## src/hw/rtl/iqws_pkg.sv

```systemverilog
// Shared types, constants and the quarter-wave cosine table builder for the
// I/Q waveform synthesizer and mixer. No dependencies.
`default_nettype none

package iqws_pkg;

  // Sizes
  localparam int PHASE_BITS     = 32;
  localparam int SAMPLE_BITS    = 16;
  localparam int FRAC_BITS      = 15;
  localparam int U_BITS         = 16;
  localparam int AMP_BITS       = 15;
  localparam int ROM_BITS       = 15;
  localparam int STEP_BITS      = 32;
  localparam int OFFSET_BITS    = 16;
  localparam int COS_DEPTH      = 1024;
  localparam int COS_ADDR_BITS  = $clog2(COS_DEPTH);
  localparam int ROM_IDX_BITS   = COS_ADDR_BITS + 1;
  localparam int QUEUE_DEPTH    = 2;
  localparam int CFG_INDEX_BITS = 3;
  localparam int CFG_DATA_BITS  = 32;

  // Quarter cycle in top-of-phase units
  localparam logic [U_BITS-1:0] QUARTER = U_BITS'(1 << (U_BITS - 2));

  // Register indexes
  localparam logic [CFG_INDEX_BITS-1:0] REG_WAVE_SHAPE    = 3'd0;
  localparam logic [CFG_INDEX_BITS-1:0] REG_COMBINE_MODE  = 3'd1;
  localparam logic [CFG_INDEX_BITS-1:0] REG_QUADRATURE_ON = 3'd2;
  localparam logic [CFG_INDEX_BITS-1:0] REG_PHASE_STEP    = 3'd3;
  localparam logic [CFG_INDEX_BITS-1:0] REG_PHASE_OFFSET  = 3'd4;
  localparam logic [CFG_INDEX_BITS-1:0] REG_AMPLITUDE     = 3'd5;

  // Combine modes
  localparam logic COMBINE_ADD = 1'b0;
  localparam logic COMBINE_MIX = 1'b1;

  typedef enum logic [1:0] {
    WAVE_COS,
    WAVE_SAW,
    WAVE_TRI,
    WAVE_SQUARE
  } wave_shape_t;

  typedef struct packed {
    wave_shape_t            wave_shape;
    logic                   combine_mode;
    logic                   quadrature_on;
    logic [STEP_BITS-1:0]   phase_step;
    logic [OFFSET_BITS-1:0] phase_offset;
    logic [AMP_BITS-1:0]    amplitude;
  } cfg_t;

  // One accepted sample with its phase already resolved
  typedef struct packed {
    logic [U_BITS-1:0]             phase;
    logic signed [SAMPLE_BITS-1:0] re;
    logic signed [SAMPLE_BITS-1:0] im;
    logic                          last;
  } item_t;

  typedef enum logic [2:0] {
    B_IDLE,
    B_SCALE,
    B_SHAPE,
    B_MIX,
    B_OUT
  } back_state_t;

  typedef logic [ROM_BITS-1:0] cos_rom_t [0:COS_DEPTH];

  localparam longint unsigned HalfPiQ30 = 64'd1686629713;
  localparam longint          Q30One    = 64'sd1 << 30;
  localparam longint unsigned RomScale  = 64'd32767;
  localparam longint unsigned SeriesDiv [1:7] = '{64'd2, 64'd12, 64'd30, 64'd56,
                                                  64'd90, 64'd132, 64'd182};

  // Quarter-wave cosine, Q30 Taylor series, rounded to Q15; elaboration only
  function automatic cos_rom_t build_cos_rom();
    cos_rom_t          rom;
    longint unsigned   y;
    longint unsigned   y2;
    longint unsigned   p;
    longint            t;
    longint unsigned   q;
    for (int i = 0; i <= COS_DEPTH; i++) begin
      y  = (HalfPiQ30 * longint'(i)) / COS_DEPTH;
      y2 = (y * y) >> 30;
      t  = Q30One;
      for (int k = 7; k >= 1; k--) begin
        p = (y2 * longint'(t)) >> 30;
        t = Q30One - longint'(p / SeriesDiv[k]);
        if (t < 0) begin
          t = 0;
        end
      end
      if (t > Q30One) begin
        t = Q30One;
      end
      q      = (longint'(t) * RomScale + (64'd1 << 29)) >> 30;
      rom[i] = ROM_BITS'(q);
    end
    return rom;
  endfunction

endpackage

`default_nettype wire

```

## src/hw/rtl/iqws_front.sv

```systemverilog
// Front part: accepts input samples, resolves each one's phase from the
// accumulator and offset, and advances or clears the accumulator.
// Depends on iqws_pkg (cfg_t, item_t, sizes).
`default_nettype none

module iqws_front
  import iqws_pkg::*;
(
  input  wire logic                          clk,
  input  wire logic                          rst,
  input  wire cfg_t                          cfg,
  input  wire logic                          push,
  input  wire logic signed [SAMPLE_BITS-1:0] in_re,
  input  wire logic signed [SAMPLE_BITS-1:0] in_im,
  input  wire logic                          last_sample,
  input  wire logic                          q_full,
  output logic                               q_wr,
  output item_t                              q_item
);

  logic [PHASE_BITS-1:0] phase_acc;
  logic [PHASE_BITS-1:0] phase_acc_next;

  assign q_wr = push && !q_full;

  // Top phase bits plus offset, wrapping
  always_comb begin
    q_item.phase = phase_acc[PHASE_BITS-1 -: U_BITS] + U_BITS'(cfg.phase_offset);
    q_item.re    = in_re;
    q_item.im    = in_im;
    q_item.last  = last_sample;
  end

  // Clear after a last sample, otherwise advance
  always_comb begin
    if (last_sample) begin
      phase_acc_next = '0;
    end else begin
      phase_acc_next = phase_acc + PHASE_BITS'(cfg.phase_step);
    end
  end

  always_ff @(posedge clk) begin
    if (rst) begin
      phase_acc <= '0;
    end else if (q_wr) begin
      phase_acc <= phase_acc_next;
    end
  end

endmodule

`default_nettype wire

```

## config.mk

```make
export PLATFORM = sky130hd
export DESIGN_NAME = iqws_front
export DESIGN_NICKNAME = d
export VERILOG_FILES = /design/src/hw/rtl/iqws_pkg.sv /design/src/hw/rtl/iqws_front.sv
export SDC_FILE = /design/constraint.sdc
export NUM_CORES = 1
export LEC_CHECK = 0
export BUFFER_PORTS_ARGS = -buffer_cell sky130_fd_sc_hd__buf_2
export CAP_MARGIN = 10
export CORE_MARGIN = 5
export CORE_UTILIZATION = 52
export DETAILED_ROUTE_END_ITERATION = 16
export PLACE_DENSITY = 0.84
export SLEW_MARGIN = 10
export SYNTH_ARGS = -nofsm -noshare
export SYNTH_HDL_FRONTEND = slang
export SYNTH_SLANG_ARGS = --single-unit
```

## constraint.sdc

```tcl
create_clock -name clk -period 5.6 [get_ports clk]
set_input_delay 1.12 -clock clk [delete_from_list [all_inputs] [get_ports clk]]
set_output_delay 1.12 -clock clk [all_outputs]
set_load 0.01 [all_outputs]
```

### Word-level counts from Yosys, hierarchy flattened

Index checks and enable logic that the tools add are counted.

| word-level totals | value |
|---|---|
| flip-flop bits (word level) | 32 |
| input bits | 104 |

| operators by class | value |
|---|---|
| $add $sub $neg | 2 |
| multiplexer cells | 1 |
| reduce and logical (&&, ||, !) cells | 2 |

Operators by type and width:

| kind | number |
|---|---|
| $add A32 B32 Y32 | 1 |
| $mux W32 | 1 |
| $add A16 B16 Y16 | 1 |
| $logic_and A1 B1 Y1 | 1 |
| $logic_not A1 Y1 | 1 |

### Longest topological paths before layout

| depth | value |
|---|---|
| depth in word-level cells | 2 |
| gate-level depth with buffers | 11 |
| mapped depth without buffers | 11 |

### Worst setup path after synthesis

OpenSTA, ideal clock, no wires.

| path | value |
|---|---|
| path kind | input port to output port |
| from | input port cfg[15] (netlist name) |
| to | output port q_item[47] (netlist name) |
| data arrival time | 3.271 ns |
| required time | 4.480 ns |
| setup slack | 1.209 ns |
| stages | 9 |
| path buffers | 0 |
| cells stage by stage | ha_1 fa_1 a21o_1 a21oi_1 o21bai_1 a21oi_1 o21a_1 o21ai_0 o311ai_0 |

RTL lines:

| element | RTL line | source |
|---|---|---|
| start, declared | iqws_front.sv:11 | `input wire cfg_t cfg,` |
| end, declared | iqws_front.sv:18 | `output item_t q_item` |

==> results.toml <==
[run_status]
run_status = "completed"

[final_layout]
final_core_utilization = 0.569
final.fill_count = 660
finalInstanceArea_mm2 = 0.00389
largest-register = "phase_acc"
layout_top_registers = "phase_acc: 32 flops"
nNetsFinal = 642
antenna-diode-count = 0
largest_register_ffs = 32
area.growth.synth_to_final_pct = 6.11
share_of_layout_cells_above_drive_strength_1 = 0.181

[drt]
wl_um = 8580
post_drt_via_cell_ratio = 5.72
post-route-drc-count = 0
number_of_routed_nets_with_antenna_violations = 0
detailedRoute.firstPassIterationCount = 5
route.met2.wl_um = 4170
wirelength_met1_um = 3740
drtIter0Drc = 170
route.top_layer_used = "met4"
route.met3.wl_um = 539
wl_per_cell_um = 14.6
vias = 3356

[critical_path]
setup.worst_path.end_class = "output port"
worstPathArrival_ps = 3540
biggest_cell_delay_along_the_critical_path_ps = 410
critical_path.cell_chain = "buf_2, ha_1, fa_1, a21o_1, a21oi_1, o21bai_1, a21oi_1, o21a_1, o21ai_0, o311ai_0, buf_2"
worst_ep_required_time_ps = 4480
worst_path_max_delay_cell = "sky130_fd_sc_hd__fa_1"
setup.worst_path.start_class = "input pin"
critical_path_class = "input pin to output port"
timing.critical_path.fanout_max = 3

[floorplan]
core_area_mm2 = 0.00683
die_width_um = 93.9
die-height_um = 93.9
die-area_mm2 = 0.00882
ios = 154
start_util = 0.536
floorplan.rows = 30

[synthesis]
synthFlopType = "sky130_fd_sc_hd__dfxtp_1"
synth.lib_cells_used.distinct = 63
yosys_warnings = 0
synth_cell_area_mm2 = 0.00366
asyncSetResetFlopFracSynth = 0
ys_ff_latch = 32
cells_after_synthesis = 462
synthesized_area_per_cell_um2 = 7.93
synth_edf_count = 0
synthesis.nets = 614
synth-seq-area-share = 0.175

[timing]
worstMarginPinSlew_ps = 780
setup-violations-final = 0
post-route-period-util = 0.832
relSlewSlack = 0.479
period_minus_slack_ps = 4660
fin_ws_ps = 943
hold_vio_cnt_final = 0
setup_repair_after_global_routing_missed_its_margin = "false"
fin_tns_setup_ps = 0
finClkSkew_ps = 9.10
maximum_operating_frequency_ghz = 0.215
final_max_slew_viol_count = 0

[clock_tree]
tritoncts = "built"
post_cts.resized_instances = 0
numClockSinks = 32
cts_inserted_buffers = 5
postCtsSetupRepairBufs = 0
clock-root-buffer = "sky130_fd_sc_hd__clkbuf_8"
ctsHtreeMaxLevel = 2
clk-insertion-delay-late_ps = 290
cts_hold_buffers = 0
clkSlewWorstSetupHoldPaths_ps = 60
cts_buffer_depth = 2

[global_route]
overflow = 0
grt_first_pass_wirelength_um = 14300
antenna_found_initial = 0
maximum_number_of_pins_on_one_net_before_global_route_repair = 21
first_global_vias = 3268
grt.total_usage = 0.195

[min_path]
hold_path_class = "flop to flop"

[power_and_ir_drop]
peakVddDrop_v = 0.0000959
power.density_mw_per_mm2 = 168
power.static_leakage_nw = 1.83
power.clock.fraction = 0.284
share_seq_of_total_power = 0.370
p_switching_mw = 0.221
p_comb_frac = 0.346
power_report.internal_total_mw = 0.434
netSwitchingFraction = 0.337

[placed_design]
place.port_buffers = 70
place.detailed.hpwl_um = 6900
pre_cts_ws_ps = 915
place.gp.congestion = 0.900
placement.cell_area_mm2 = 0.00380

[flow_run]
drv.max_cap_violation_count = 0
==> worst paths after layout <==
| kind | start | end | slack (ps) | depth (start not counted) |
|---|---|---|---|---|
| hold reg to reg | phase_acc[15]$_SDFFE_PP0P_ | phase_acc[15]$_SDFFE_PP0P_ | 470 | 2 |
| hold / removal | phase_acc[15]$_SDFFE_PP0P_ | phase_acc[15]$_SDFFE_PP0P_ | 470 | 2 |
| setup / recovery | cfg[15] | q_item[47] | 940 | 11 |
| setup reg to reg | phase_acc[0]$_SDFFE_PP0P_ | phase_acc[28]$_SDFFE_PP0P_ | 2770 | 11 |
==> cells in the final DEF (no fill, tap or decap), drive strengths merged, types with 2 or more instances in the layout <==
| cell | instances |
|---|---|
| ha | 46 |
| nand2 | 40 |
| nor4 | 2 |
| nor2b | 4 |
| o21bai | 8 |
| o31ai | 3 |
| fa | 2 |
| xnor2 | 24 |
| o21ai | 33 |
| clkbuf | 8 |
| nand4 | 6 |
| inv | 13 |
| dfxtp | 32 |
| nand2b | 5 |
| nand3 | 4 |
| o21a | 6 |
| a31oi | 7 |
| a21oi | 47 |
| o41ai | 2 |
| mux2i | 2 |
| a41oi | 2 |
| nor3 | 9 |
| a211oi | 3 |
| o311ai | 2 |
| buf | 70 |
| and4 | 2 |
| o211ai | 6 |
| nand3b | 2 |
| xor2 | 17 |
| a2111oi | 2 |
| nor2 | 36 |
| o211a | 2 |
| a22oi | 10 |
| a21o | 14 |
| and3 | 5 |
==> power groups by stage <==
stage	Sequential, mW	Combinational (mW)	Clock (mW)
detailed placement	0.248	0.224	0
global placement	0.247	0.218	0
CTS	0.243	0.226	0.193
floorplan	0.246	0.189	0
global route	0.244	0.252	0.203
finish	0.243	0.226	0.186
==> critical path, delay by kind of cell <==
kind / cells / cell delay (ps)
buffers and inverters: 2 / 290
adder cells (fa/ha/maj): 2 / 640
AO/OA/AOI/OAI: 7 / 1510
==> area by class of cell <==
cell class                      count  area [um^2]  area share
Multi-Input combinational cell    368         2640       0.678
Timing Repair Buffer               70          350      0.0901
Clock buffer                        8         90.1      0.0232
Tap cell                           96          120      0.0309
Inverter                           13         48.8      0.0126
Sequential cell                    32          641       0.165
==> Yosys cell counts, types with 3 or more instances <==
| library cell | instances | area share |
|---|---|---|
| sky130_fd_sc_hd__nand3_1 | 4 | 0.0055 |
| sky130_fd_sc_hd__nor3_1 | 8 | 0.011 |
| sky130_fd_sc_hd__dfxtp_1 | 32 | 0.17 |
| sky130_fd_sc_hd__xnor2_1 | 24 | 0.057 |
| sky130_fd_sc_hd__and3_1 | 5 | 0.0085 |
| sky130_fd_sc_hd__nor2_1 | 35 | 0.036 |
| sky130_fd_sc_hd__a21o_1 | 13 | 0.027 |
| sky130_fd_sc_hd__nand4_1 | 6 | 0.010 |
| sky130_fd_sc_hd__nand2_1 | 40 | 0.041 |
| sky130_fd_sc_hd__ha_1 | 46 | 0.16 |
| sky130_fd_sc_hd__o21bai_1 | 8 | 0.016 |
| sky130_fd_sc_hd__o21ai_0 | 30 | 0.041 |
| sky130_fd_sc_hd__xor2_1 | 17 | 0.041 |
| sky130_fd_sc_hd__nor2b_1 | 4 | 0.0068 |
| sky130_fd_sc_hd__o211ai_1 | 6 | 0.012 |
| sky130_fd_sc_hd__inv_1 | 13 | 0.013 |
| sky130_fd_sc_hd__clkbuf_1 | 11 | 0.011 |
| sky130_fd_sc_hd__a211oi_1 | 3 | 0.0061 |
| sky130_fd_sc_hd__nand2b_1 | 5 | 0.0085 |
| sky130_fd_sc_hd__a31oi_1 | 7 | 0.012 |
| sky130_fd_sc_hd__buf_4 | 33 | 0.068 |
| sky130_fd_sc_hd__a21oi_1 | 46 | 0.063 |
| sky130_fd_sc_hd__a22oi_1 | 10 | 0.020 |
| sky130_fd_sc_hd__o21a_1 | 6 | 0.012 |
==> logic make-up (layout without fill, tap and decap cells) <==
logic type | Yosys count | count (layout) | share of synthesized area
compound gates | 156 | 156 | 0.291
xor+xnor | 41 | 41 | 0.0980
fa+ha+maj | 48 | 48 | 0.168
buf+inv | 62 | 91 | 0.105
flops | 32 | 32 | 0.175
mux | 2 | 2 | 0.00546
simple gates | 121 | 121 | 0.158
==> metrics by stage <==
step / std cells / power [mW] / hold slack, ps
floorplan: 462 / 0.434 / 429
global placement: 579 / 0.465 / 440
finish: 587 / 0.655 / 468
detailed placement: 579 / 0.472 / 460
CTS: 587 / 0.661 / 476
global route: 587 / 0.699 / 507
==> metal layers <==
metal	GRT usage	up-vias
met5	0	-
met4	0.0590	0
met3	0.0329	17
met2	0.344	122
met1	0.241	1507
li1	-	1710
No activity file was read; power rests on OpenSTA's default activity.
