## config.mk

```make
export PLATFORM = sky130hd
export DESIGN_NAME = iqws_queue
export DESIGN_NICKNAME = d
export VERILOG_FILES = /design/src/hw/rtl/iqws_pkg.sv /design/src/hw/rtl/iqws_queue.sv
export SDC_FILE = /design/constraint.sdc
export NUM_CORES = 1
export LEC_CHECK = 0
export ABC_AREA = 1
export BUFFER_PORTS_ARGS = -buffer_cell sky130_fd_sc_hd__buf_2
export CORE_MARGIN = 2
export CORE_UTILIZATION = 45
export DETAILED_ROUTE_END_ITERATION = 8
export PLACE_DENSITY = 0.79
export SETUP_SLACK_MARGIN = 0.05
export SYNTH_ARGS = -nofsm -noshare
export SYNTH_HDL_FRONTEND = slang
export SYNTH_SLANG_ARGS = --single-unit
export TNS_END_PERCENT = 20
```

## constraint.sdc

```tcl
create_clock -name clk -period 3.8 [get_ports clk]
set_input_delay 0.76 -clock clk [delete_from_list [all_inputs] [get_ports clk]]
set_output_delay 0.76 -clock clk [all_outputs]
set_load 0.01 [all_outputs]
```

## src/hw/rtl/iqws_pkg.sv

```systemverilog
// Shared types, constants and the quarter-wave cosine table builder for the
// I/Q waveform synthesizer and mixer. No dependencies.
`default_nettype none

package iqws_pkg;

  // Sizes
  localparam int PHASE_BITS     = 32;
  localparam int SAMPLE_BITS    = 16;
  localparam int FRAC_BITS      = 15;
  localparam int U_BITS         = 16;
  localparam int AMP_BITS       = 15;
  localparam int ROM_BITS       = 15;
  localparam int STEP_BITS      = 32;
  localparam int OFFSET_BITS    = 16;
  localparam int COS_DEPTH      = 1024;
  localparam int COS_ADDR_BITS  = $clog2(COS_DEPTH);
  localparam int ROM_IDX_BITS   = COS_ADDR_BITS + 1;
  localparam int QUEUE_DEPTH    = 2;
  localparam int CFG_INDEX_BITS = 3;
  localparam int CFG_DATA_BITS  = 32;

  // Quarter cycle in top-of-phase units
  localparam logic [U_BITS-1:0] QUARTER = U_BITS'(1 << (U_BITS - 2));

  // Register indexes
  localparam logic [CFG_INDEX_BITS-1:0] REG_WAVE_SHAPE    = 3'd0;
  localparam logic [CFG_INDEX_BITS-1:0] REG_COMBINE_MODE  = 3'd1;
  localparam logic [CFG_INDEX_BITS-1:0] REG_QUADRATURE_ON = 3'd2;
  localparam logic [CFG_INDEX_BITS-1:0] REG_PHASE_STEP    = 3'd3;
  localparam logic [CFG_INDEX_BITS-1:0] REG_PHASE_OFFSET  = 3'd4;
  localparam logic [CFG_INDEX_BITS-1:0] REG_AMPLITUDE     = 3'd5;

  // Combine modes
  localparam logic COMBINE_ADD = 1'b0;
  localparam logic COMBINE_MIX = 1'b1;

  typedef enum logic [1:0] {
    WAVE_COS,
    WAVE_SAW,
    WAVE_TRI,
    WAVE_SQUARE
  } wave_shape_t;

  typedef struct packed {
    wave_shape_t            wave_shape;
    logic                   combine_mode;
    logic                   quadrature_on;
    logic [STEP_BITS-1:0]   phase_step;
    logic [OFFSET_BITS-1:0] phase_offset;
    logic [AMP_BITS-1:0]    amplitude;
  } cfg_t;

  // One accepted sample with its phase already resolved
  typedef struct packed {
    logic [U_BITS-1:0]             phase;
    logic signed [SAMPLE_BITS-1:0] re;
    logic signed [SAMPLE_BITS-1:0] im;
    logic                          last;
  } item_t;

  typedef enum logic [2:0] {
    B_IDLE,
    B_SCALE,
    B_SHAPE,
    B_MIX,
    B_OUT
  } back_state_t;

  typedef logic [ROM_BITS-1:0] cos_rom_t [0:COS_DEPTH];

  localparam longint unsigned HalfPiQ30 = 64'd1686629713;
  localparam longint          Q30One    = 64'sd1 << 30;
  localparam longint unsigned RomScale  = 64'd32767;
  localparam longint unsigned SeriesDiv [1:7] = '{64'd2, 64'd12, 64'd30, 64'd56,
                                                  64'd90, 64'd132, 64'd182};

  // Quarter-wave cosine, Q30 Taylor series, rounded to Q15; elaboration only
  function automatic cos_rom_t build_cos_rom();
    cos_rom_t          rom;
    longint unsigned   y;
    longint unsigned   y2;
    longint unsigned   p;
    longint            t;
    longint unsigned   q;
    for (int i = 0; i <= COS_DEPTH; i++) begin
      y  = (HalfPiQ30 * longint'(i)) / COS_DEPTH;
      y2 = (y * y) >> 30;
      t  = Q30One;
      for (int k = 7; k >= 1; k--) begin
        p = (y2 * longint'(t)) >> 30;
        t = Q30One - longint'(p / SeriesDiv[k]);
        if (t < 0) begin
          t = 0;
        end
      end
      if (t > Q30One) begin
        t = Q30One;
      end
      q      = (longint'(t) * RomScale + (64'd1 << 29)) >> 30;
      rom[i] = ROM_BITS'(q);
    end
    return rom;
  endfunction

endpackage

`default_nettype wire

```

## src/hw/rtl/iqws_queue.sv

```systemverilog
// Short queue of resolved items between the front and back parts.
// Depends on iqws_pkg (item_t, QUEUE_DEPTH).
`default_nettype none

module iqws_queue
  import iqws_pkg::*;
(
  input  wire logic  clk,
  input  wire logic  rst,
  input  wire logic  wr,
  input  wire item_t wdata,
  output logic       full,
  input  wire logic  rd,
  output item_t      rdata,
  output logic       empty
);

  localparam int PTR_BITS = (QUEUE_DEPTH > 1) ? $clog2(QUEUE_DEPTH) : 1;
  localparam int CNT_BITS = $clog2(QUEUE_DEPTH + 1);

  item_t               entries [QUEUE_DEPTH];
  logic [PTR_BITS-1:0] wr_ptr;
  logic [PTR_BITS-1:0] rd_ptr;
  logic [CNT_BITS-1:0] count;

  assign full  = (count == CNT_BITS'(QUEUE_DEPTH));
  assign empty = (count == '0);
  assign rdata = entries[rd_ptr];

  // Store on push
  always_ff @(posedge clk) begin
    if (wr && !full) begin
      entries[wr_ptr] <= wdata;
    end
  end

  // Advance pointers and fill count
  always_ff @(posedge clk) begin
    if (rst) begin
      wr_ptr <= '0;
      rd_ptr <= '0;
      count  <= '0;
    end else begin
      if (wr && !full) begin
        wr_ptr <= (wr_ptr == PTR_BITS'(QUEUE_DEPTH - 1)) ? '0 : wr_ptr + 1'b1;
      end
      if (rd && !empty) begin
        rd_ptr <= (rd_ptr == PTR_BITS'(QUEUE_DEPTH - 1)) ? '0 : rd_ptr + 1'b1;
      end
      case ({wr && !full, rd && !empty})
        2'b10:   count <= count + 1'b1;
        2'b01:   count <= count - 1'b1;
        default: count <= count;
      endcase
    end
  end

endmodule

`default_nettype wire

```

# After elaboration in Yosys (flattened, before gate mapping)
# Memories as Yosys holds them, arrays and structs flattened. A register that Yosys moved wholly into a read port is not among the register bits.
# Index checks and enable logic that the tools add are counted.
[totals] mem_count=1 in_bits=53 register_bits=4 ram_bits=98
[memory_table] name="entries" depth=2 width=49 rd=1 rd_clocked_by_memory_dff=1 wr=1 line="iqws_queue.sv:21" rtl="item_t entries [QUEUE_DEPTH];"
[classes] mux=7 n_addsub=4 n_reduce_logical=6 n_eq_ne=3
[ops] operator="1-bit two-way mux" n=6
[ops] operator="2-bit equality test, second input constant" n=2
[ops] operator="2-bit case mux with 2 select lines" n=1
[ops] operator="1-bit adder, second input constant" n=2
[ops] operator="2-bit by 1-bit adder with 2-bit output, second input constant" n=1
[ops] operator="2-bit by 1-bit equality test with 1-bit output, second input constant" n=1
[ops] operator="1-bit logical AND" n=2
[ops] operator="1-bit zero test" n=2
[ops] operator="2-bit zero test" n=1
[ops] operator="2-bit nonzero test" n=1
[ops] operator="2-bit by 1-bit subtractor with 2-bit output, second input constant" n=1

# Depth between registers and ports, before layout
# Gate-level depths: netlist (run 1).
[logic_depth] word_depth=5 depth_mapped=10

# Worst setup path after synthesis (run 1)
# No wires, ideal clock.
[synth_path] path_kind="input to register" from="in wr" to="mem entries[0][0] (netlist name), enable pin" required_time_ps=3344 arrival_ps=3067 stages=4 path_slack_ps=277 cell_sequence="inv_1 -> nor2_1 -> inv_1 -> nor2_1"
[synth_between] elab_chain_cells=3
[synth_rtl] item="from (decl)" line="iqws_queue.sv:10" rtl="input wire logic wr,"
[synth_rtl] item="1-bit logical AND" line="iqws_queue.sv:32" rtl="if (wr && !full) begin"
[synth_rtl] item="1-bit two-way mux" line="iqws_queue.sv:32"
[synth_rtl] item="1-bit two-way mux (implied by the code)" line="iqws_queue.sv:33" rtl="entries[wr_ptr] <= wdata;"
[synth_rtl] item="to (decl)" line="iqws_queue.sv:21"
# Every way passes these cells.

==> results of run 1 <==
## cell families (layout without fill, tap and decap cells)
| group | after synthesis | after routing | share of synthesized area [%] |
|---|---|---|---|
| buffers and inverters | 14 | 131 | 2.16 |
| and+or+nand+nor | 23 | 23 | 2.32 |
| AOI/OAI and AO/OA | 2 | 2 | 0.261 |
| DFF | 103 | 103 | 79.5 |
| adders and majority gates | 1 | 1 | 0.327 |
| muxes | 49 | 49 | 15.4 |
## state kept, by name, indices dropped and copies added, names as in the netlist, named ones only
register and cells:
count 2, entries 98, rd_ptr 1, wr_ptr 1
## area by class of cell
type                            instances  share of cell area (%)
Multi-Input combinational cell         75                    15.2
Inverter                                9                   0.726
Clock buffer                           10                    2.74
Tap cell                              105                    2.82
Sequential cell                       103                    65.5
Timing Repair Buffer                  106                    11.6
Clock inverter                          6                    1.45
## stage by stage
step                hold WS [ns]  std cells  util (%)
floorplan                  0.467        192         -
global placement           0.483        398      54.2
detailed placement         0.495        398      54.2
CTS                        0.520        414      56.6
global route               0.557        414      56.6
finish                     0.521        414      56.6
## synth_stat cells
master	number	share of area [%]
buf_4	3	0.59
nand4_1	1	0.16
a21oi_1	1	0.13
mux2_4	10	3.9
inv_1	9	0.88
buf_8	1	0.39
o21ai_0	1	0.13
buf_6	1	0.29
ha_1	1	0.33
nor2_1	14	1.4
edfxtp_1	98	77
mux2_2	39	11
dfxtp_1	5	2.6
nand2_1	8	0.78
## metal layers
metal / vias up / share of wire (%) / wire length (um)
met1: 986 / 41 / 2520
met2: 65 / 52 / 3190
met3: 8 / 5.0 / 308
li1: 949 / - / -
met5: - / 0 / 0
met4: 0 / 1.6 / 99
## worst max-delay path: stages (launching register included)
cell	delay [ns]
dfxtp_2	0.63
buf_4	0.35
mux2_2	0.38
buf_2	0.14
## power by group
| group | switching [mW] | total (mW) | internal [mW] |
|---|---|---|---|
| clock | 0.362 | 0.670 | 0.309 |
| sequential | 0.0489 | 1.44 | 1.39 |
| combinational | 0.274 | 0.529 | 0.254 |
| total | 0.685 | 2.64 | 1.95 |
## path summary, 6_finish.rpt
check	end	slack, ns	cells after the start
worst max-delay path	rdata[45]	1.18	3
worst min register to register	rd_ptr	0.52	2
worst max register to register	entries[1][25]	1.85	4
worst min-delay path	rd_ptr	0.52	2
==> results.yml, run 1 <==
run_status:
  run_status: "completed"
logic_synthesis:
  syn-instance-count: 192
  post_synth_instance_area_um2: 3830
  yosysWarningCount: 0
  syn_avg_cell_area_um2: 19.9
  synth_seq_area_share_pct: 79.5
  synth_fp_nets: 246
  synth_cell_types: 14
  synth-seq-cells: 103
cells_and_area:
  drive_above_1_share_pct: 56.0
  seqCellArea_um2: 3040
  area_of_the_multi_input_gates_um2: 708
  mostFrequentLayoutCells: "103 x buf_2, 98 x edfxtp_1, 39 x mux2_2"
  fin_area_um2: 4650
  layout-area-overhead-vs-synth_pct: 21.6
  diodes: 0
  mostFrequentLayoutCell: "buf_2"
  nets_finish: 358
  layout.filler_cells: 661
clocking:
  number_of_gates_given_a_new_drive_strength_after_cts: 0
  cts-htree-levels: 3
  cts_post_setup_buffers_inserted: 0
  cts_root_buf: "clkbuf_8"
  cts.sinks: 103
  cts_tree: "done"
  cts_hold_repair.buffers: 0
  cts.clk_slew.worst_paths_ns: 0.09
  worstSkewPairLatency_ns: 0.35
  tritoncts.num_buffers: 9
  clockBufferDepth: 2
detailed_routing:
  drt_drc_violations_left: 0
  route.detailed.vias_per_inst: 4.85
  antenna_left: 0
  firstDrtPassIters: 4
  via_total_after_detailed_routing: 2008
  drt_iter0_markers: 112
  drt-total-wl_um: 6120
  wl_per_cell_um: 14.8
pwr:
  p_per_area_nw_per_um2: 567
  power_mw: 2.64
  cellLeakagePower_nw: 1.79
  vdd.ir_drop.worst_uv: 360
floorplan:
  fp.dieW_um: 96.2
  die_area_um2: 9260
  die_ht_um: 96.2
  design.portCount: 104
  core_area_um2: 8220
  rows: 33
  initial_core_util_pct: 46.6
grt:
  gr-usage-met1_pct: 15.9
  global_route_hottest_layer: "met2"
  first_pass_grt_wire_length_um: 9130
  gr-usage-all-layers_pct: 13.4
  grt_overflow_total: 0
  maximum_number_of_pins_on_one_net_before_global_route_repair: 50
  number_of_antenna_violations_at_the_first_check_in_global_routing: 0
  gr_util_met2_pct: 23.3
  via_count_of_the_first_global_routing_pass: 2005
  use_met3_pct: 3.21
timing:
  finalSetupViolations: 0
  fin_crit_sh_pct: 69.0
  grt_setup_unrepaired: "false"
  timing.final.max_slew_violations: 0
  hold_viol_final: 0
  setup_tns_ns: 0
  final.setup.worst_slack_ns: 1.18
  timing.clock.skew_ns: 0.00889
  worstMarginPinSlew_ns: 1.06
  fmax_mhz: 381
  relSlewSlack_pct: 29.0
  fin_crit_period_ns: 2.62
critical_path:
  worst-endpoint-required_ns: 3.04
  setup.worst_path.class: "flop to output port"
  rr_startpoint: "count[0]"
  worst-path-max-fanout: 19
  timing.critical_path.to_type: "output port"
  setup.worst_path.start_class: "flop"
  worstPathArrival_ns: 1.86
placed_design:
  gp_congestion: 0.706
  hpwl_um: 3980
  numPortBuffers: 103
  placed_cell_area_um2: 4460
  dpl_worst_slack_ns: 1.43
hold_path:
  hold_path.class: "flop to flop"
  min-delay-start: "rd_ptr"
job:
  cap_viol_max_count: 0
Power figures use the tool's default switching activity.
==> run 2: changes to the inputs <==
==> constraint.sdc (replaced) <==
create_clock -name clk -period 2.6 [get_ports clk]
set_input_delay 0.52 -clock clk [delete_from_list [all_inputs] [get_ports clk]]
set_output_delay 0.52 -clock clk [all_outputs]
set_load 0.01 [all_outputs]
==> results.yml, run 2 (synthesized netlist as in run 1, its figures left out) <==
cells_and_area:
  mostFrequentLayoutCells: "103 x buf_2, 98 x edfxtp_1, 39 x mux2_2"
  reg.largest.list: "entries x98, count x2"
  fin_area_um2: 4650
  mostFrequentLayoutCell: "buf_2"
  layout-area-overhead-vs-synth_pct: 21.6
  layout.filler_cells: 664
  diodes: 0
  max_reg_flops: 98
  largest-register: "entries"
  drive_above_1_share_pct: 56.6
  nets_finish: 360
  layoutNonFillerInstCount: 416
floorplan:
  rows: 33
  fp.dieW_um: 96.2
  die_area_um2: 9260
  die_ht_um: 96.2
  design.portCount: 104
  core_area_um2: 8220
  initial_core_util_pct: 46.6
clocking:
  tritoncts.num_buffers: 9
  cts-htree-levels: 3
  cts.sinks: 103
  cts_post_setup_buffers_inserted: 0
  cts_tree: "done"
  cts.clk_slew.worst_paths_ns: 0.10
  cts_hold_repair.buffers: 0
  clockBufferDepth: 2
  number_of_gates_given_a_new_drive_strength_after_cts: 0
  worstSkewPairLatency_ns: 0.35
  cts_root_buf: "clkbuf_8"
timing:
  worstMarginPinSlew_ns: 0.446
  relSlewSlack_pct: 70.3
  final.setup.worst_slack_ns: 0.478
  fin_crit_sh_pct: 81.6
  setup_tns_ns: 0
  timing.final.max_slew_violations: 0
  fmax_mhz: 471
  grt_setup_unrepaired: "false"
  finalSetupViolations: 0
  hold_viol_final: 0
  timing.clock.skew_ns: 0.00633
  fin_crit_period_ns: 2.12
critical_path:
  setup.worst_path.class: "flop to output port"
  r2r-end: "entries[1][35]"
  critPathMaxStageDelay_ns: 0.40
  worstPathArrival_ns: 1.60
  timing.critical_path.max_delay_family: "buffers and inverters"
  critical_path.cell_chain: "buf_4, mux2_2, buf_2"
  rr_startpoint: "count[0]"
  rr_worst_depth: 5
  setup.worst_path.start_class: "flop"
  worst-path-max-fanout: 27
  worst-endpoint-required_ns: 2.08
  timing.critical_path.to_type: "output port"
  worst-path-buf-inv: 2
  regToRegSetupSlack_ns: 0.91
  critical_path.slowest_cell: "mux2_2"
placed_design:
  gp_congestion: 0.623
  dpl_worst_slack_ns: 0.741
  dp_cells: 400
  hpwl_um: 4190
  placed_cell_area_um2: 4480
  numPortBuffers: 103
detailed_routing:
  drt_drc_violations_left: 0
  route.met2.wl_um: 3090
  antenna_left: 0
  route.detailed.vias_per_inst: 4.84
  drt-total-wl_um: 6190
  via_total_after_detailed_routing: 2012
  drt_iter0_markers: 82
  wl_per_cell_um: 14.9
  dr.max_layer_used: "met4"
  firstDrtPassIters: 4
  met3_length_um: 431
  wl_met1_um: 2550
grt:
  gr-usage-all-layers_pct: 13.6
  via_count_of_the_first_global_routing_pass: 2002
  maximum_number_of_pins_on_one_net_before_global_route_repair: 33
  first_pass_grt_wire_length_um: 9180
  grt_overflow_total: 0
  number_of_antenna_violations_at_the_first_check_in_global_routing: 1
job:
  cap_viol_max_count: 0
hold_path:
  timing.hold.worst_endpoint: "entries[0][45]"
  hold_depth: 1
  min-delay-start: "wdata[45]"
  hold_path.class: "input port to flop"
pwr:
  p_per_area_nw_per_um2: 807
  power_mw: 3.75
  vdd.ir_drop.worst_uv: 411
  cellLeakagePower_nw: 1.79
run_status:
  run_status: "completed"
## run 2: layout make-up
| class | count | area, um2 | share of cell area (%) |
|---|---|---|---|
| clock buffer | 9 | 124 | 2.66 |
| inverter | 9 | 33.8 | 0.726 |
| timing repair buffer | 108 | 566 | 12.2 |
| tap | 105 | 131 | 2.82 |
| sequential | 103 | 3040 | 65.4 |
| multi-input combinational | 75 | 708 | 15.2 |
| clock inverter | 7 | 47.5 | 1.02 |
## run 2: layer usage
layer  GRT usage, %  vias to the layer above
met5              0                        -
met4           7.62                        0
met3           3.92                       12
met2           22.4                       76
met1           16.0                      967
li1               -                      957
## run 2: worst max path at each step
stage | start | to | slack, ns | cells past startpoint
after floorplan | wr | entries[0][0] | 0.14 | 4
after global placement | wr | entries[1][35] | 0.77 | 6
after detailed placement | wr | entries[1][48] | 0.74 | 6
after CTS | flop | rdata[6] | 0.43 | 3
after global routing | flop | rdata[4] | 0.40 | 3
final | flop | rdata[0] | 0.48 | 3
## run 2: power breakdown
group          total, mW  internal (mW)  switching [mW]
combinational      0.809          0.383           0.426
sequential          2.07           2.02          0.0487
clock              0.873          0.350           0.523
## run 2: through the flow
stage,utilization (%),hold slack [ns]
CTS,56.6,0.325
global route,56.6,0.330
floorplan,-,0.467
finish,56.6,0.346
detailed placement,54.6,0.501
global placement,54.6,0.481
==> run 3: changes to the inputs <==
--- a/config.mk
+++ b/config.mk
@@ -5,12 +5,12 @@
 export SDC_FILE = /design/constraint.sdc
 export NUM_CORES = 1
 export LEC_CHECK = 0
-export ABC_AREA = 1
+export ABC_AREA = 0
 export BUFFER_PORTS_ARGS = -buffer_cell sky130_fd_sc_hd__buf_2
 export CORE_MARGIN = 2
 export CORE_UTILIZATION = 45
 export DETAILED_ROUTE_END_ITERATION = 8
-export PLACE_DENSITY = 0.79
+export PLACE_DENSITY = 0.82
 export SETUP_SLACK_MARGIN = 0.05
 export SYNTH_ARGS = -nofsm -noshare
 export SYNTH_HDL_FRONTEND = slang
==> constraint.sdc (replaced) <==
create_clock -name clk -period 1.89 [get_ports clk]
set_input_delay 0.378 -clock clk [delete_from_list [all_inputs] [get_ports clk]]
set_output_delay 0.378 -clock clk [all_outputs]
set_load 0.01 [all_outputs]
==> results.yml, run 3 <==
cells_and_area:
  layoutNonFillerInstCount: 403
  mostFrequentLayoutCell: "buf_2"
  max_reg_flops: 98
  fin_area_um2: 4730
  nets_finish: 347
  reg.largest.list: "entries x98, count x2"
  diodes: 0
  largest-register: "entries"
  layout-area-overhead-vs-synth_pct: 26.3
  drive_above_1_share_pct: 60.4
  mostFrequentLayoutCells: "103 x buf_2, 98 x edfxtp_1, 49 x mux2_2"
timing:
  fin_crit_sh_pct: 96.8
  relSlewSlack_pct: 81.5
  timing.clock.skew_ns: 0.0154
  worstMarginPinSlew_ns: 0.277
  hold_viol_final: 0
  fin_crit_period_ns: 1.83
  final.hold.worst_slack_ns: 0.198
  timing.final.max_slew_violations: 0
  setup_tns_ns: 0
  fmax_mhz: 547
  final.setup.worst_slack_ns: 0.0610
  grt_setup_unrepaired: "true"
  finalSetupViolations: 0
pwr:
  power.share.sequential_pct: 47.1
  share_comb_of_total_power_pct: 27.6
  vdd.ir_drop.worst_uv: 687
  total_switching_power_mw: 1.71
  power.share.clock_pct: 25.3
  netSwitchingFraction_pct: 26.9
  p_per_area_nw_per_um2: 1350
  intPower_mw: 4.65
  cellLeakagePower_nw: 1.77
logic_synthesis:
  synth_fp_nets: 232
  yosysWarningCount: 0
  synth_cell_types: 18
  synth_ff_type: "edfxtp_1"
  synth-seq-cells: 103
  post_synth_most_frequent_cells: "98 x edfxtp_1, 49 x mux2_2, 5 x dfxtp_1, 4 x buf_2, 4 x nor2_1"
  yosys-top-cells-area: "edfxtp_1 79%, mux2_2 15%, dfxtp_1 2.7%"
  synth_seq_area_share_pct: 81.2
  postSynth.asyncResetShare_pct: 0
  synthDominantAreaCellType: "edfxtp_1"
  yosys.area.top_type_share_pct: 78.6
  synth_enable_flop_cells: 98
  syn_avg_cell_area_um2: 21.0
  synthMostInstantiatedCell: "edfxtp_1"
  syn-instance-count: 178
  post_synth_instance_area_um2: 3750
clocking:
  cts.clk_slew.worst_paths_ns: 0.10
  cts_tree: "done"
  cts_root_buf: "clkbuf_8"
  tritoncts.num_buffers: 9
  worstSkewPairLatency_ns: 0.36
  clockBufferDepth: 2
  cts-htree-levels: 3
  cts_post_setup_buffers_inserted: 0
  cts.sinks: 103
grt:
  via_count_of_the_first_global_routing_pass: 1975
  gr-usage-all-layers_pct: 14.1
  first_pass_grt_wire_length_um: 9370
  grt_overflow_total: 0
  maximum_number_of_pins_on_one_net_before_global_route_repair: 50
  number_of_antenna_violations_at_the_first_check_in_global_routing: 0
critical_path:
  timing.critical_path.to_type: "output port"
  worstPathArrival_ns: 1.45
  worst-endpoint-required_ns: 1.51
  setup.worst_path.class: "flop to output port"
  setup.worst_path.start_class: "flop"
  worst-path-max-fanout: 16
  rr_worst_depth: 5
  regToRegSetupSlack_ns: 0.23
floorplan:
  die_area_um2: 9070
  core_area_um2: 8130
  design.portCount: 104
  die_ht_um: 95.2
  rows: 33
  fp.dieW_um: 95.2
  initial_core_util_pct: 46.1
detailed_routing:
  drt-total-wl_um: 6490
  drt_iter0_markers: 38
  wl_per_cell_um: 16.1
  via_total_after_detailed_routing: 1950
  route.detailed.vias_per_inst: 4.84
  drt_drc_violations_left: 0
  antenna_left: 0
  firstDrtPassIters: 4
placed_design:
  hpwl_um: 4170
  dp_cells: 386
  placed_cell_area_um2: 4450
  gp_congestion: 0.690
  numPortBuffers: 103
  dpl_worst_slack_ns: 0.225
run_status:
  run_status: "completed"
job:
  cap_viol_max_count: 0
hold_path:
  hold_path.class: "input port to flop"
  hold_depth: 1
## run 3: cell types whose count changed after synthesis, sizes merged, moves of 2 or more
cell	previous run	this run
inv	9	3
nand2	8	1
nor2	14	4
or3	0	2
xnor2	0	2
## run 3: cell families (layout without fill, tap and decap cells)
group,after synthesis,after routing,share of synthesized area (%)
mux,49,49,14.7
buf+inv,8,128,1.04
fa+ha+maj,1,1,0.334
simple gates,9,9,1.24
flops,103,103,81.2
xor+xnor,3,3,0.702
compound gates,5,5,0.735
## run 3: critical path: stages (launching register included)
cell	delay, ns
dfxtp_4	0.41
clkbuf_16	0.20
mux2_2	0.34
buf_2	0.14
## run 3: final timing paths
check             from              to
min reg2reg     rd_ptr          rd_ptr
max reg2reg   count[0]  entries[0][37]
max               flop        rdata[2]
min          wdata[25]  entries[1][25]
## run 3: repair_timing
item | 4_1_cts | 5_1_grt
hold buffers | 0 | 0
resized for setup | 1 | 3
setup endpoints to repair | 31 | 49
cloned | 0 | 1
## run 3: through the flow
stage	total power, mW	util (%)
after floorplan	4.08	-
after global placement	4.70	54.7
after detailed placement	4.76	54.7
after CTS	6.37	57.7
after global routing	6.69	58.2
final	6.37	58.2
## run 3: power groups by stage
stage                     Sequential [mW]  Clock (mW)  Combinational [mW]
after floorplan                      3.01           0                1.07
after global placement               3.01           0                1.68
after detailed placement             3.04           0                1.72
after CTS                            2.99        1.65                1.73
after global routing                 3.04        1.74                1.92
final                                3.00        1.61                1.76
## run 3: final cells by class
| type | count | area [um2] |
|---|---|---|
| repair buffers | 109 | 628 |
| multi-input cells | 67 | 666 |
| well taps | 105 | 131 |
| clock inverters | 7 | 119 |
| inverters | 3 | 15.0 |
| flip-flops and latches | 103 | 3050 |
| fillers | 632 | 3400 |
| clock buffers | 9 | 124 |
## run 3: routing by layer
metal,global-route usage [%],vias to the layer above,share of wire [%]
met3,4.03,8,5.1
met2,25.6,60,54
li1,-,923,-
met5,0,-,0
met4,5.80,0,1.2
met1,15.4,959,40
